<file path="src/tss_pkg.sv">
// ----------------------------------------------------------------------------
// Topological sort package
// Shared transaction types, cell record and cell control for the sorter.
// ----------------------------------------------------------------------------
package tss_pkg;

    typedef struct packed {
        logic [3:0]  row_index;
        logic [15:0] row_bits;
        logic        last_row;
    } t_in_item;

    typedef struct packed {
        logic [3:0] vertex;
        logic       cycle_found;
        logic       last;
    } t_out_item;

    typedef enum logic [1:0] {
        OP_HOLD  = 2'd0,
        OP_LOAD  = 2'd1,
        OP_COUNT = 2'd2,
        OP_SCAN  = 2'd3
    } t_cell_op;

    typedef struct packed {
        logic [15:0] row;
        logic [4:0]  deg;
        logic        enq;
        logic [3:0]  id;
    } t_rec;

    typedef struct packed {
        t_cell_op    op;
        logic [4:0]  n;
        logic [15:0] row0;
        logic [15:0] src_row;
        logic        load_en;
        logic [3:0]  load_idx;
        logic [15:0] load_row;
        logic        clear;
    } t_cell_ctl;

endpackage

</file>
<file path="src/tss_cell.sv">
// ----------------------------------------------------------------------------
// Sorter ring cell
// Holds one vertex record and passes it to its neighbor while the ring turns.
// ----------------------------------------------------------------------------
module tss_cell #(
    parameter int CELL_IDX = 0,
    parameter bit IS_HEAD  = 1'b0
) (
    input  logic               i_clk,
    input  logic               i_rst_n,
    input  tss_pkg::t_cell_ctl i_ctl,
    input  tss_pkg::t_rec      i_nbr,
    output tss_pkg::t_rec      o_rec,
    output tss_pkg::t_rec      o_upd,
    output logic               o_push
);

    tss_pkg::t_rec r_rec;
    logic          w_valid;
    logic          w_dec;
    logic [4:0]    w_newdeg;

    assign w_valid  = {1'b0, r_rec.id} < i_ctl.n;
    assign w_dec    = i_ctl.src_row[r_rec.id] && (r_rec.deg != 5'd0);
    assign w_newdeg = w_dec ? (r_rec.deg - 5'd1) : r_rec.deg;

    always_comb begin
        o_upd  = r_rec;
        o_push = 1'b0;
        case (i_ctl.op)
            tss_pkg::OP_COUNT: begin
                o_upd.deg = r_rec.deg + {4'd0, (w_valid && i_ctl.row0[r_rec.id])};
            end
            tss_pkg::OP_SCAN: begin
                if (IS_HEAD && w_valid) begin
                    o_push    = (w_newdeg == 5'd0) && !r_rec.enq;
                    o_upd.deg = w_newdeg;
                    o_upd.enq = r_rec.enq || o_push;
                end
            end
            default: begin
                o_upd = r_rec;
            end
        endcase
    end

    always_ff @(posedge i_clk) begin
        if (!i_rst_n) begin
            r_rec.deg <= 5'd0;
            r_rec.enq <= 1'b0;
            r_rec.id  <= 4'(CELL_IDX);
        end else begin
            case (i_ctl.op)
                tss_pkg::OP_LOAD: begin
                    if (i_ctl.load_en && (i_ctl.load_idx == 4'(CELL_IDX))) begin
                        r_rec.row <= i_ctl.load_row;
                    end
                    if (i_ctl.clear) begin
                        r_rec.deg <= 5'd0;
                        r_rec.enq <= 1'b0;
                    end
                end
                tss_pkg::OP_COUNT, tss_pkg::OP_SCAN: begin
                    r_rec <= i_nbr;
                end
                default: begin
                    r_rec <= r_rec;
                end
            endcase
        end
    end

    assign o_rec = r_rec;

endmodule

</file>
<file path="src/topological_sort_source_removal.sv">
// ----------------------------------------------------------------------------
// Topological sort by source removal
// Loads adjacency rows of a directed graph and emits a topological order.
// ----------------------------------------------------------------------------
// Each row transaction is taken when start is high and busy is low. The row
// marked last_row starts the sort and busy stays high until the cycle that
// presents the final result. The vertex count is written through i_cfg_we
// and i_cfg_wdata; the user must write it only while the block is idle, and
// the block itself does not enforce this.
// The vertex records sit in a ring of cells that turns one step per cycle
// while counting or scanning. Counting in-degrees takes one full turn of the
// ring, seeding the source queue another turn, and each popped source costs
// a pop state plus one more turn. The n results then follow, one per cycle.
// Each result is valid on o_result for one cycle, marked by o_valid; the
// receiver cannot stall. A graph with a cycle yields one flagged result.
// Reset sets the vertex count to its maximum and returns the block to idle;
// adjacency rows must be written before they are used by a sort.
// ----------------------------------------------------------------------------
module topological_sort_source_removal #(
    parameter int MAX_VERTICES = 16
) (
    input  logic               i_clk,
    input  logic               i_rst_n,
    input  logic               start,
    output logic               busy,
    input  tss_pkg::t_in_item  i_item,
    input  logic               i_cfg_we,
    input  logic [4:0]         i_cfg_wdata,
    output logic               o_valid,
    output tss_pkg::t_out_item o_result
);

    localparam int VLIMIT = (MAX_VERTICES < 16) ? MAX_VERTICES : 16;
    localparam int IW     = $clog2(VLIMIT);
    localparam int CW     = $clog2(VLIMIT + 1);
    localparam logic [4:0]    VLIMIT_W = 5'(VLIMIT);
    localparam logic [IW-1:0] ROT_LAST = IW'(VLIMIT - 1);

    typedef enum logic [4:0] {
        ST_IDLE  = 5'b00001,
        ST_COUNT = 5'b00010,
        ST_SCAN  = 5'b00100,
        ST_POP   = 5'b01000,
        ST_EMIT  = 5'b10000
    } t_state;

    t_state             r_state, n_state;
    logic [IW-1:0]      r_rot, n_rot;
    logic [CW-1:0]      r_head, n_head;
    logic [CW-1:0]      r_tail, n_tail;
    logic [4:0]         r_n, n_n;
    logic [15:0]        r_src_row, n_src_row;
    logic [4:0]         r_vertex_count;
    logic [3:0]         r_fifo [VLIMIT];
    logic               r_out_valid, n_out_valid;
    tss_pkg::t_out_item r_out, n_out;

    tss_pkg::t_cell_ctl w_ctl;
    tss_pkg::t_rec      w_rec [VLIMIT];
    tss_pkg::t_rec      w_upd [VLIMIT];
    logic [VLIMIT-1:0]  w_push;
    logic               w_push_any;
    logic               w_accept;
    logic [4:0]         w_n_cfg;
    logic [3:0]         w_rd_vertex;
    logic [IW-1:0]      w_src_idx;

    genvar gc;
    generate
        for (gc = 0; gc < VLIMIT; gc++) begin : g_cell
            tss_cell #(
                .CELL_IDX (gc),
                .IS_HEAD  (gc == 0)
            ) u_cell (
                .i_clk   (i_clk),
                .i_rst_n (i_rst_n),
                .i_ctl   (w_ctl),
                .i_nbr   (w_upd[(gc + 1) % VLIMIT]),
                .o_rec   (w_rec[gc]),
                .o_upd   (w_upd[gc]),
                .o_push  (w_push[gc])
            );
        end
    endgenerate

    assign w_accept    = start && (r_state == ST_IDLE);
    assign w_push_any  = |w_push;
    assign w_rd_vertex = r_fifo[r_head[IW-1:0]];
    assign w_src_idx   = w_rd_vertex[IW-1:0];

    always_comb begin
        if (r_vertex_count == 5'd0) begin
            w_n_cfg = 5'd1;
        end else if (r_vertex_count > VLIMIT_W) begin
            w_n_cfg = VLIMIT_W;
        end else begin
            w_n_cfg = r_vertex_count;
        end
    end

    always_comb begin
        w_ctl.n        = r_n;
        w_ctl.row0     = (5'(r_rot) < r_n) ? w_rec[0].row : 16'd0;
        w_ctl.src_row  = r_src_row;
        w_ctl.load_en  = {1'b0, i_item.row_index} < VLIMIT_W;
        w_ctl.load_idx = i_item.row_index;
        w_ctl.load_row = i_item.row_bits;
        w_ctl.clear    = i_item.last_row;
        case (r_state)
            ST_IDLE:  w_ctl.op = w_accept ? tss_pkg::OP_LOAD : tss_pkg::OP_HOLD;
            ST_COUNT: w_ctl.op = tss_pkg::OP_COUNT;
            ST_SCAN:  w_ctl.op = tss_pkg::OP_SCAN;
            default:  w_ctl.op = tss_pkg::OP_HOLD;
        endcase
    end

    always_comb begin
        n_state     = r_state;
        n_rot       = r_rot;
        n_head      = r_head;
        n_tail      = r_tail;
        n_n         = r_n;
        n_src_row   = r_src_row;
        n_out_valid = 1'b0;
        n_out       = r_out;
        case (r_state)
            ST_IDLE: begin
                if (w_accept && i_item.last_row) begin
                    n_n     = w_n_cfg;
                    n_head  = '0;
                    n_tail  = '0;
                    n_rot   = '0;
                    n_state = ST_COUNT;
                end
            end
            ST_COUNT: begin
                n_rot = r_rot + 1'b1;
                if (r_rot == ROT_LAST) begin
                    n_rot     = '0;
                    n_src_row = 16'd0;
                    n_state   = ST_SCAN;
                end
            end
            ST_SCAN: begin
                n_tail = r_tail + CW'(w_push_any);
                n_rot  = r_rot + 1'b1;
                if (r_rot == ROT_LAST) begin
                    n_rot = '0;
                    if (n_tail != r_head) begin
                        n_state = ST_POP;
                    end else if (5'(n_tail) == r_n) begin
                        n_head  = '0;
                        n_state = ST_EMIT;
                    end else begin
                        n_out.vertex      = 4'd0;
                        n_out.cycle_found = 1'b1;
                        n_out.last        = 1'b1;
                        n_out_valid       = 1'b1;
                        n_state           = ST_IDLE;
                    end
                end
            end
            ST_POP: begin
                n_src_row = w_rec[w_src_idx].row;
                n_head    = r_head + 1'b1;
                n_state   = ST_SCAN;
            end
            ST_EMIT: begin
                n_out.vertex      = w_rd_vertex;
                n_out.cycle_found = 1'b0;
                n_out.last        = (5'(r_head) + 5'd1) == r_n;
                n_out_valid       = 1'b1;
                n_head            = r_head + 1'b1;
                if (n_out.last) begin
                    n_state = ST_IDLE;
                end
            end
            default: begin
                n_state = ST_IDLE;
            end
        endcase
    end

    always_ff @(posedge i_clk) begin
        if (!i_rst_n) begin
            r_state        <= ST_IDLE;
            r_rot          <= '0;
            r_head         <= '0;
            r_tail         <= '0;
            r_n            <= VLIMIT_W;
            r_vertex_count <= 5'd16;
            r_out_valid    <= 1'b0;
        end else begin
            r_state     <= n_state;
            r_rot       <= n_rot;
            r_head      <= n_head;
            r_tail      <= n_tail;
            r_n         <= n_n;
            r_out_valid <= n_out_valid;
            if (i_cfg_we) begin
                r_vertex_count <= i_cfg_wdata;
            end
        end
    end

    always_ff @(posedge i_clk) begin
        r_src_row <= n_src_row;
        r_out     <= n_out;
        if ((r_state == ST_SCAN) && w_push_any) begin
            r_fifo[r_tail[IW-1:0]] <= w_rec[0].id;
        end
    end

    assign busy     = (r_state != ST_IDLE);
    assign o_valid  = r_out_valid;
    assign o_result = r_out;

endmodule

</file>
<file path="config.mk">
export PLATFORM = sky130hd
export DESIGN_NAME = topological_sort_source_removal
export DESIGN_NICKNAME = d
export VERILOG_FILES = /design/src/tss_pkg.sv /design/src/tss_cell.sv /design/src/topological_sort_source_removal.sv
export SDC_FILE = /design/constraint.sdc
export NUM_CORES = 1
export LEC_CHECK = 0
export BUFFER_PORTS_ARGS = -buffer_cell sky130_fd_sc_hd__buf_2
export CAP_MARGIN = 5
export CORE_MARGIN = 4
export CORE_UTILIZATION = 29
export CTS_BUF_LIST = sky130_fd_sc_hd__clkbuf_8
export CTS_CLUSTER_SIZE = 10
export DETAILED_ROUTE_END_ITERATION = 16
export PLACE_DENSITY = 0.49
export SLEW_MARGIN = 20
export SYNTH_ARGS = -nofsm -noshare
export SYNTH_HDL_FRONTEND = slang
export SYNTH_SLANG_ARGS = --single-unit
</file>
<file path="constraint.sdc">
create_clock -name i_clk -period 8.6 [get_ports i_clk]
set_clock_uncertainty 0.15 [all_clocks]
set_input_delay 1.72 -clock i_clk [delete_from_list [all_inputs] [get_ports i_clk]]
set_output_delay 1.72 -clock i_clk [all_outputs]
set_load 0.02 [all_outputs]
</file>
# Yosys cells after proc, flatten, opt, wreduce, memory -nomap -nowiden
# Memories as Yosys holds them, arrays and structs flattened. A register that Yosys moved wholly into a read port is not among the register bits.
# Index checks and enable logic that the tools add are counted.
[word_totals] regBits=468 ramBits=64 inputBits=30 wordCells=370 n_memories=1
[mem_list] name="r_fifo" words=16 width=4 rd=1 rd_clocked_by_memory_dff=1 write_ports=1 line="topological_sort_source_removal.sv:54" text="logic [3:0] r_fifo [VLIMIT];"
[op_classes] add_sub_neg=20 order_cmp=35 n_eq_ne=52 n_mux=126 n_bitwise=1 n_reduce_logical=60
[op_table] op="22-bit case mux with 2 select lines" count=16
[op_table] op="16-bit 2-to-1 mux" count=18
[op_table] op="5-bit 2-to-1 mux" count=28
[op_table] op="26-bit binary-select mux with 4-bit select" count=1
[op_table] op="5-bit by 1-bit adder with 5-bit output" count=17
[op_table] op="4-bit by 5-bit < comparator with 1-bit output" count=17
[op_table] op="4-bit by 5-bit < comparator with 1-bit output (second input constant)" count=16
[op_table] op="1-bit binary-select mux with 4-bit select" count=17
[op_table] op="26-bit 2-to-1 mux" count=2
[op_table] op="3-bit AND reduction" count=16
[op_table] op="4-bit equality test (second input constant)" count=9
[op_table] op="2-bit by 1-bit inequality test with 1-bit output (second input constant)" count=17
[op_table] op="16-bit case mux with 2 select lines" count=1
[op_table] op="6-bit 2-to-1 mux" count=5
[op_table] op="1-bit 2-to-1 mux" count=26
[op_table] op="5-bit case mux with 5 select lines" count=1
[op_table] op="1-bit logical AND" count=21
[op_table] op="5-bit case mux with 2 select lines" count=2
[op_table] op="4-bit by 3-bit equality test with 1-bit output (second input constant)" count=4
[op_table] op="4-bit 2-to-1 mux" count=4
[op_table] op="5-bit case mux with 3 select lines" count=1
[op_table] op="2-bit inequality test (second input constant)" count=7
[op_table] op="6-bit case mux with 2 select lines" count=1
[op_table] op="5-bit equality test" count=2
[op_table] op="31 further kinds" count=45

# Longest topological paths before layout
# Gate-level depths: netlist of run 1.
[logic_depth] depth_word=16 depth_mapped=21

# Hierarchy
# A second synthesis of run 1 with hierarchy kept.
[hier_totals] hier_cells=3214 hier_area_um2=34062.7
[by_module_without_submodules] mod="tss_cell at g_cell[10].u_cell ..." n_inst=6 cells_per_inst=134 area_per_inst_um2=1565.3 seq_area_each_um2=680.7
[by_module_without_submodules] mod="topological_sort_source_removal" n_inst=1 cells_per_inst=1000 area_per_inst_um2=8573.2 seq_area_each_um2=3263.1
[by_module_without_submodules] mod="tss_cell at g_cell[1].u_cell ..." n_inst=2 cells_per_inst=135 area_per_inst_um2=1571.5 seq_area_each_um2=680.7
[by_module_without_submodules] mod="tss_cell at g_cell[4].u_cell ..." n_inst=2 cells_per_inst=134 area_per_inst_um2=1566.5 seq_area_each_um2=680.7
[by_module_without_submodules] mod="tss_cell at g_cell[11].u_cell ..." n_inst=2 cells_per_inst=134 area_per_inst_um2=1562.7 seq_area_each_um2=680.7
[by_module_without_submodules] mod="tss_cell at g_cell[13].u_cell ..." n_inst=2 cells_per_inst=134 area_per_inst_um2=1561.5 seq_area_each_um2=680.7
[by_module_without_submodules] mod="tss_cell at g_cell[0].u_cell" n_inst=1 cells_per_inst=201 area_per_inst_um2=2014.4 seq_area_each_um2=680.7
[by_module_without_submodules] mod="tss_cell at g_cell[15].u_cell" n_inst=1 cells_per_inst=135 area_per_inst_um2=1559.0 seq_area_each_um2=680.7

# Least setup slack after synthesis of run 1
# OpenSTA, ideal clock, no wires.
[synth_timing] path_kind="register to register" startpoint="register g_cell[0].u_cell.r_rec (netlist bit g_cell[0].u_cell.o_rec[2])" endpoint="register (tool-made name)" t_arrival_ns=4.266 t_required_ns=8.321 setup_slack_ns=4.054 stages_incl_launch_ff=21 n_path_buf=3 period_less_slack_ns=4.546 path_cell_list="dfxtp_1 > buf_4 > mux4_2 > mux2i_1 > mux2_2 > o2111ai_1 > o21a_1 > a2111oi_4 > nand2b_1 > buf_6 > buf_6 > inv_2 > ha_1 > ha_1 > nand3_1 > xor2_1 > xor2_1 > nand3_1 > or4_1 > nand3_1 > o22ai_1"
[synth_lines] item="from (decl)" line="tss_cell.sv:18" text="tss_pkg::t_rec r_rec;"
[synth_lines] item="from (signal assigned)" line="tss_cell.sv:64" text="r_rec <= i_nbr;"
[synth_lines] item="from (signal assigned)" line="tss_cell.sv:67" text="r_rec <= r_rec;"

# Worst setup path in the final report of run 1
[layout_timing] startpoint="register g_cell[0].u_cell.r_rec (netlist bit g_cell[0].u_cell.o_rec[2])" endpoint="register r_head[0]"
[layout_between] elab_chain_cells=12 word_cells_on_any_way=15 cone_classes="add/sub (1); order compare (1); eq/ne (4); mux (5); reduce/logical (4)"
[layout_rtl] item="1-bit binary-select mux with 4-bit select" line="tss_cell.sv:24" text="assign w_dec = i_ctl.src_row[r_rec.id] && (r_rec.deg != 5'd0);"
[layout_rtl] item="1-bit 2-to-1 mux (not written as such)" line="tss_cell.sv:24"
[layout_rtl] item="1-bit logical AND" line="tss_cell.sv:24"
[layout_rtl] item="5-bit 2-to-1 mux" line="tss_cell.sv:25" text="assign w_newdeg = w_dec ? (r_rec.deg - 5'd1) : r_rec.deg;"
[layout_rtl] item="5-bit logical NOT" line="tss_cell.sv:36" text="o_push = (w_newdeg == 5'd0) && !r_rec.enq;"
[layout_rtl] item="1-bit logical AND" line="tss_cell.sv:36"
[layout_rtl] item="1-bit 2-to-1 mux (*)" line="tss_cell.sv:35" text="if (IS_HEAD && w_valid) begin"
[layout_rtl] item="1-bit 2-to-1 mux (*)" line="tss_cell.sv:30" text="case (i_ctl.op)"
[layout_rtl] item="5-bit by 1-bit adder with 5-bit output (*)" line="topological_sort_source_removal.sv:145" text="n_tail = r_tail + CW'(w_push_any);"
[layout_rtl] item="5-bit equality test or 5-bit inequality test (tied branches)" line="topological_sort_source_removal.sv:151, topological_sort_source_removal.sv:149"
[layout_rtl] item="2-bit inequality test (no source line)"
[layout_rtl] item="5-bit AND reduction (no source line) (*)"
[layout_rtl] item="to (signal assigned)" line="topological_sort_source_removal.sv:196" text="r_head <= n_head;"
[layout_rtl] item="to (decl)" line="topological_sort_source_removal.sv:49" text="logic [CW-1:0] r_head, n_head;"
# Mark *: on every way between the ends. The rest lies on a longest branch, timed or not. The select of a mux whose other input is x is not followed.
# A chain may end at the register's enable or synchronous reset.

==> results.json, run 1 <==
{
  "cts_root_buffer": "clkbuf_8",
  "synth_seq_cells": 536,
  "fin_nets": 2703,
  "final_common_cell": "nand2_1",
  "crit_required_ns": 9.03,
  "dp.cells": 3754,
  "async_flop_share": 0,
  "power.internal_w": 0.00492,
  "grt_overflow_total": 0,
  "r2r_slack_ns": 3.21,
  "cp-end-kind": "flop",
  "track_usage": 0.170,
  "tritoncts.num_buffers": 94,
  "reg2regPathDepth": 17,
  "crit_chain": "mux4_2 -> mux2i_1 -> mux2_2 -> o2111ai_1 -> o21a_1 -> a2111oi_4 -> nand2b_1 -> inv_2 -> ha_1 -> ha_1 -> nand3_1 -> xor2_1 -> xor2_1 -> nand3_1 -> or4_1 -> nand3_1 -> o22ai_1",
  "cp_slowest_cell": "dfxtp_1",
  "routabilityCongestion": 0.812,
  "p_seq_frac": 0.460,
  "grt_max_degree": 193,
  "cts_hold_buf": 0,
  "slowest_delay_ns": 0.88,
  "syn_inst": 2668,
  "final.min_clock_period_ns": 5.39,
  "critPathLaunch": "g_cell[0].u_cell.o_rec[2]$_SDFFE_PN0N_",
  "worst-path-buf-inv": 1,
  "crit_path_frequent_cell": "nand3_1",
  "vdd.ir_drop.worst_v": 0.000112,
  "netSwitchingPower_w": 0.00256,
  "clk_latency_ns": 0.73,
  "syn2layout_area_growth_pct": 11.0,
  "core-area_mm2": 0.0956,
  "htreeDepth": 3,
  "clock_sinks": 536,
  "setup_tns_ns": 0,
  "ant_nets": 0,
  "max_slew_margin": 0.228,
  "critPathKind": "reg -> reg",
  "grt_pass1_vias": 20900,
  "cts_setup_buffers": 0,
  "syn_area_per_cell_um2": 10.5,
  "cts_resized": 0,
  "crit_fanout": 24,
  "routed_via_density": 5.43,
  "r2r-start": "g_cell[0].u_cell.o_rec[2]$_SDFFE_PN0N_",
  "hold_slack_ns": 0.314,
  "p_per_area_mw_per_mm2": 240,
  "drive_gt1_frac": 0.118,
  "io_pins": 38,
  "holdPathStages": 2,
  "crit_family": "simple AND/OR/NAND/NOR gates",
  "max_cap_viol_count": 0,
  "port_buffers": 37,
  "start_kind": "flop",
  "pwr-share-comb": 0.242,
  "num_rows": 113,
  "synth_cell_type_count": 56,
  "synth_fp_nets": 2786,
  "leakage_nw": 12.0,
  "place_hpwl_mm": 56.2,
  "clk_path_buf_depth": 3,
  "drtIter0Drc": 1925,
  "antenna_found_initial": 7,
  "rsz0062_at_grt": "no",
  "min_period_over_period": 0.627,
  "arrival_ns": 5.82,
  "ys_warn_count": 0,
  "hold_viol": 0,
  "hold_end": "g_cell[3].u_cell.o_rec[4]$_SDFFE_PN0P_",
  "swShare": 0.342,
  "syn_area_mm2": 0.0281,
  "synth-main-ff-cell": "edfxtp_1",
  "grt_pass1_wl_mm": 135,
  "stdcell_count": 3927,
  "num_vias": 21300,
  "die_y_um": 319,
  "worst_pin_slew_ns": 1.16,
  "worstHoldStart": "g_cell[4].u_cell.o_rec[4]$_SDFFE_PN0P_",
  "initial_core_util": 0.294,
  "final-setup-viol-count": 0,
  "fillers": 9714,
  "pwr-share-clk": 0.298,
  "cts_tree": "done",
  "wl_per_cell_um": 22.7,
  "finalWirelength_mm": 89.2,
  "dieArea_mm2": 0.102,
  "max_freq_ghz": 0.186,
  "timing.rr.end": "r_head[0]$_SDFFE_PN0P_",
  "die_x_um": 319,
  "yosysSeqAreaShare": 0.504,
  "clk_pin_slew_ns": 0.06,
  "dr.pass1.iters": 9,
  "synth_edf_count": 342,
  "mostFrequentLayoutCells": "nand2_1, edfxtp_1, a21o_1, dfxtp_1, nand3_1",
  "slew_violations": 0,
  "status": "finished clean",
  "finalPower_w": 0.00747,
  "route.detailed.drc": 0,
  "hold_class": "reg -> reg"
}
[worst max-delay path by stage]
stage	endpoint	slack, ns	cells past startpoint
final	r_head[0]$_SDFFE_PN0P_	3.21	17
after global routing	r_head[0]$_SDFFE_PN0P_	2.77	17
after CTS	r_head[0]$_SDFFE_PN0P_	3.27	17
after detailed placement	r_head[0]$_SDFFE_PN0P_	3.27	17
after global placement	o_result[3]$_SDFFCE_PN0P_	3.25	17
after floorplan	flop	4.05	20
[through the flow]
| step | cell area (µm²) | util | setup WS [ns] |
|---|---|---|---|
| after global routing | 31200 | 0.326 | 2.77 |
| after global placement | 29200 | 0.306 | 3.25 |
| after floorplan | 28100 | - | 4.05 |
| final | 31200 | 0.326 | 3.21 |
| after CTS | 31100 | 0.325 | 3.27 |
| after detailed placement | 29400 | 0.307 | 3.27 |
[synth_stat cells (62+ instances only)]
master,number,share of area
nand2_1,453,0.060
nor2_1,63,0.0084
nor2b_1,91,0.020
edfxtp_1,342,0.37
dfxtp_1,194,0.14
a21o_1,283,0.076
nand3_1,163,0.029
a21boi_0,71,0.019
a21oi_1,66,0.012
ha_1,88,0.039
clkbuf_1,198,0.026
a31oi_1,62,0.014
mux4_2,71,0.057
[worst reg2reg max path, cell delays in order, from the launching register on]
cell and delay [ns]:
dfxtp_1 0.88, mux4_2 0.61, mux2i_1 0.15, mux2_2 0.24, o2111ai_1 0.13, o21a_1 0.15, a2111oi_4 0.34, nand2b_1 0.44
inv_2 0.14, ha_1 0.18, ha_1 0.20, nand3_1 0.10, xor2_1 0.31, xor2_1 0.18, nand3_1 0.15, or4_1 0.48
nand3_1 0.28, o22ai_1 0.15
[area by class of cell]
cell class	count	area [µm²]	area share
clock inverters	66	303	0.00971
multi-input cells	1862	13100	0.420
repair buffers	79	561	0.0180
clock buffers	105	1450	0.0463
diodes	2	5.00	0.000160
well taps	1265	1580	0.0507
inverters	12	45.0	0.00144
flip-flops and latches	536	14200	0.454
[state kept, by name (all words and copies together), names as in the netlist, named ones only]
| register | flops |
|---|---|
| g_cell.u_cell.o_rec | 416 |
| o_result | 6 |
| o_valid | 1 |
| r_fifo | 64 |
| r_head | 5 |
| r_n | 5 |
| r_rot | 4 |
| r_src_row | 16 |
| r_state | 5 |
| r_tail | 5 |
| r_vertex_count | 5 |
[kinds of logic (layout without fill, tap and decap cells)]
family / after synthesis / count (layout) / synth area share
and+or+nand+nor: 942 / 942 / 0.158
AOI/OAI and AO/OA: 660 / 660 / 0.170
DFF: 536 / 536 / 0.504
buffers and inverters: 270 / 262 / 0.0387
muxes: 120 / 120 / 0.0745
adders and majority gates: 88 / 88 / 0.0392
xor gates and xnor gates: 52 / 52 / 0.0162
other: 0 / 2 / 0
[power groups by stage]
stage                     clock, W  combinational (W)  sequential (W)
after CTS                  0.00229            0.00180         0.00344
after detailed placement         0            0.00179         0.00349
final                      0.00223            0.00181         0.00344
after floorplan                  0            0.00132         0.00331
after global routing       0.00241            0.00198         0.00347
after global placement           0            0.00173         0.00349
[per-layer routing]
| metal | global-route usage | share of wire |
|---|---|---|
| met1 | 0.237 | 0.45 |
| met2 | 0.266 | 0.46 |
| met3 | 0.0360 | 0.072 |
| met4 | 0.0470 | 0.021 |
| met5 | 0 | 0.00047 |
Power figures use the tool's default switching activity.
==> run 2, diff against run 1 <==
--- a/config.mk
+++ b/config.mk
@@ -5,6 +5,7 @@
 export SDC_FILE = /design/constraint.sdc
 export NUM_CORES = 1
 export LEC_CHECK = 0
+export ABC_AREA = 1
 export BUFFER_PORTS_ARGS = -buffer_cell sky130_fd_sc_hd__buf_2
 export CAP_MARGIN = 5
 export CORE_MARGIN = 4
==> constraint.sdc (replaced) <==
create_clock -name i_clk -period 5.4 [get_ports i_clk]
set_clock_uncertainty 0.15 [all_clocks]
set_input_delay 1.08 -clock i_clk [delete_from_list [all_inputs] [get_ports i_clk]]
set_output_delay 1.08 -clock i_clk [all_outputs]
set_load 0.02 [all_outputs]
==> run 2 against run 1 <==
  * Core utilization is 0.057 points higher
  * Critical endpoint is now o_result[2]$_SDFFCE_PN0P_
  * Maximum frequency rose by 15%
  * Count of clock-buffer cells in the layout increased by 6
  * Largest cell class unchanged
  * Combinational power down 53%
==> results.json, run 2 <==
{
  "status": "finished clean",
  "clk_latency_ns": 0.73,
  "synth_top_area_share": 0.357,
  "critPathLaunch": "r_n[2]$_SDFFE_PN0P_",
  "hold_class": "reg -> reg",
  "grt_pass1_wl_mm": 141,
  "track_usage": 0.174,
  "multi_input_area_mm2": 0.0121,
  "grt_pass1_vias": 23500,
  "die_y_um": 323,
  "min_period_over_period": 0.866,
  "rsz0062_at_grt": "no",
  "synth.most_common_cell": "nand2_1",
  "arrival_ns": 4.89,
  "routed_via_density": 5.05,
  "antenna_found_initial": 2,
  "final_common_cell": "nand2_1",
  "fillers": 10500,
  "finalWirelength_mm": 91.6,
  "crit_fanout": 19,
  "start_kind": "flop",
  "wl_per_cell_um": 18.8,
  "dieArea_mm2": 0.104,
  "cts_hold_buf": 0,
  "setup_tns_ns": 0,
  "grt_overflow_total": 0,
  "route.detailed.drc": 0,
  "cts_setup_buffers": 0,
  "worst_pin_slew_ns": 0.963,
  "p_per_area_mw_per_mm2": 292,
  "yosysSeqAreaShare": 0.492,
  "drtIter0Drc": 2332,
  "cts_root_buffer": "clkbuf_8",
  "htreeDepth": 3,
  "cp-end-kind": "flop",
  "largest_reg_flops": 416,
  "clock_sinks": 536,
  "num_rows": 115,
  "max_slew_margin": 0.357,
  "synth_edf_count": 342,
  "synth-main-ff-cell": "edfxtp_1",
  "synth_seq_cells": 536,
  "crit_required_ns": 5.62,
  "synth_cell_type_count": 45,
  "leakage_nw": 12.8,
  "yosys-top-cells-area": "edfxtp_1, dfxtp_1, nand2_1, o21ai_0, nand3_1",
  "async_flop_share": 0,
  "ys_warn_count": 0,
  "crit_chain": "inv_1 -> buf_4 -> ha_1 -> nand2_1 -> inv_1 -> o21ai_0 -> o211ai_1 -> inv_2 -> nand2_1 -> a21oi_1 -> nand2_1 -> nor4_1 -> ha_1 -> ha_1 -> xor2_1 -> xor2_1 -> nor3_1 -> nand3_1 -> nor2_1 -> nand3_1 -> nand2_1",
  "vdd.ir_drop.worst_v": 0.000182,
  "ys_top_cells_by_count": "nand2_1, o21ai_0, inv_1",
  "dp.cells": 4675,
  "syn2layout_area_growth_pct": 11.8,
  "drive_gt1_frac": 0.0884,
  "port_buffers": 37,
  "slew_violations": 0,
  "syn_inst": 3504,
  "mostFrequentLayoutCells": "nand2_1, inv_1, o21ai_0, nand3_1, edfxtp_1",
  "place_hpwl_mm": 55.7,
  "critPathKind": "reg -> reg",
  "num_vias": 24600,
  "die_x_um": 323,
  "place_ws_ns": 0.694,
  "cts_resized": 0,
  "max_freq_ghz": 0.214,
  "final.min_clock_period_ns": 4.67,
  "hold_viol": 0,
  "synth_top_cell_by_area": "edfxtp_1",
  "dr.pass1.iters": 5,
  "tritoncts.num_buffers": 101,
  "cts_tree": "done",
  "stdcell_count": 4862,
  "synth_fp_nets": 3622,
  "clk_pin_slew_ns": 0.06,
  "crit_path_frequent_cell": "nand2_1",
  "slowest_delay_ns": 0.37,
  "final-setup-viol-count": 0,
  "ant_nets": 0,
  "worstHoldStart": "g_cell[15].u_cell.o_rec[4]$_SDFFE_PN0P_",
  "grt_max_degree": 130,
  "timing.final.ws_setup_ns": 0.726,
  "cp_slowest_cell": "xor2_1",
  "syn_area_per_cell_um2": 8.21,
  "seqCellArea_mm2": 0.0142,
  "io_pins": 38,
  "syn_area_mm2": 0.0288,
  "max_cap_viol_count": 0,
  "initial_core_util": 0.292,
  "clk_path_buf_depth": 3,
  "routabilityCongestion": 0.813,
  "fin_nets": 3609,
  "r2r-start": "r_n[2]$_SDFFE_PN0P_",
  "core-area_mm2": 0.0984,
  "finalPower_w": 0.00939
}
-- run 2: area by class of cell --
type / instances / share of cell area
Tap cell: 1287 / 0.0500
Multi-Input combinational cell: 2323 / 0.377
Antenna cell: 2 / 0.000156
Inverter: 429 / 0.0502
Clock inverter: 74 / 0.0139
Clock buffer: 111 / 0.0475
Timing Repair Buffer: 100 / 0.0208
Sequential cell: 536 / 0.440
-- run 2: worst paths after layout --
path | slack, ns | to | cells past startpoint
worst max-delay path | 0.73 | o_result[2]$_SDFFCE_PN0P_ | 21
worst min-delay path | 0.31 | g_cell[14].u_cell.o_rec[4]$_SDFFE_PN0P_ | 2
worst max register to register | 0.73 | o_result[2]$_SDFFCE_PN0P_ | 21
worst min register to register | 0.31 | g_cell[14].u_cell.o_rec[4]$_SDFFE_PN0P_ | 2
-- run 2: kinds of logic after synthesis --
kind of cell,after synthesis,synth area share
DFF,536,0.492
xor gates and xnor gates,17,0.00517
AOI/OAI and AO/OA,959,0.182
adders and majority gates,88,0.0383
buffers and inverters,645,0.0896
and+or+nand+nor,1251,0.190
muxes,8,0.00278
-- run 2: stage by stage --
| stage | utilization | hold slack, ns | cell area (µm²) |
|---|---|---|---|
| 2_1_floorplan | - | 0.280 | 28800 |
| 3_5_place_dp | 0.307 | 0.303 | 30200 |
| 6_report | 0.327 | 0.308 | 32200 |
| 4_1_cts | 0.327 | 0.308 | 32200 |
| 3_3_place_gp | 0.307 | 0.299 | 30200 |
| 5_1_grt | 0.327 | 0.318 | 32200 |
-- run 2: routing by layer --
layer	GRT usage	share of wire	up-vias
li1	-	-	12000
met3	0.0320	0.066	165
met5	0	0	-
met4	0.0601	0.031	0
met1	0.243	0.46	11700
met2	0.270	0.44	732
-- run 2: where the power goes --
group	internal [W]	total (W)	switching, W
combinational	0.000215	0.000846	0.000631
clock	0.00209	0.00395	0.00186
sequential	0.00453	0.00460	0.0000720
-- run 2: worst max-delay path: cells and delay by family (launching register included) --
family	cells	cell delay, ns
buffers and inverters	4	0.65
AO/OA/AOI/OAI	3	0.55
flip-flops	1	0.32
adder cells (fa/ha/maj)	3	0.74
AND/OR/NAND/NOR	9	1.42
XOR/XNOR	2	0.48
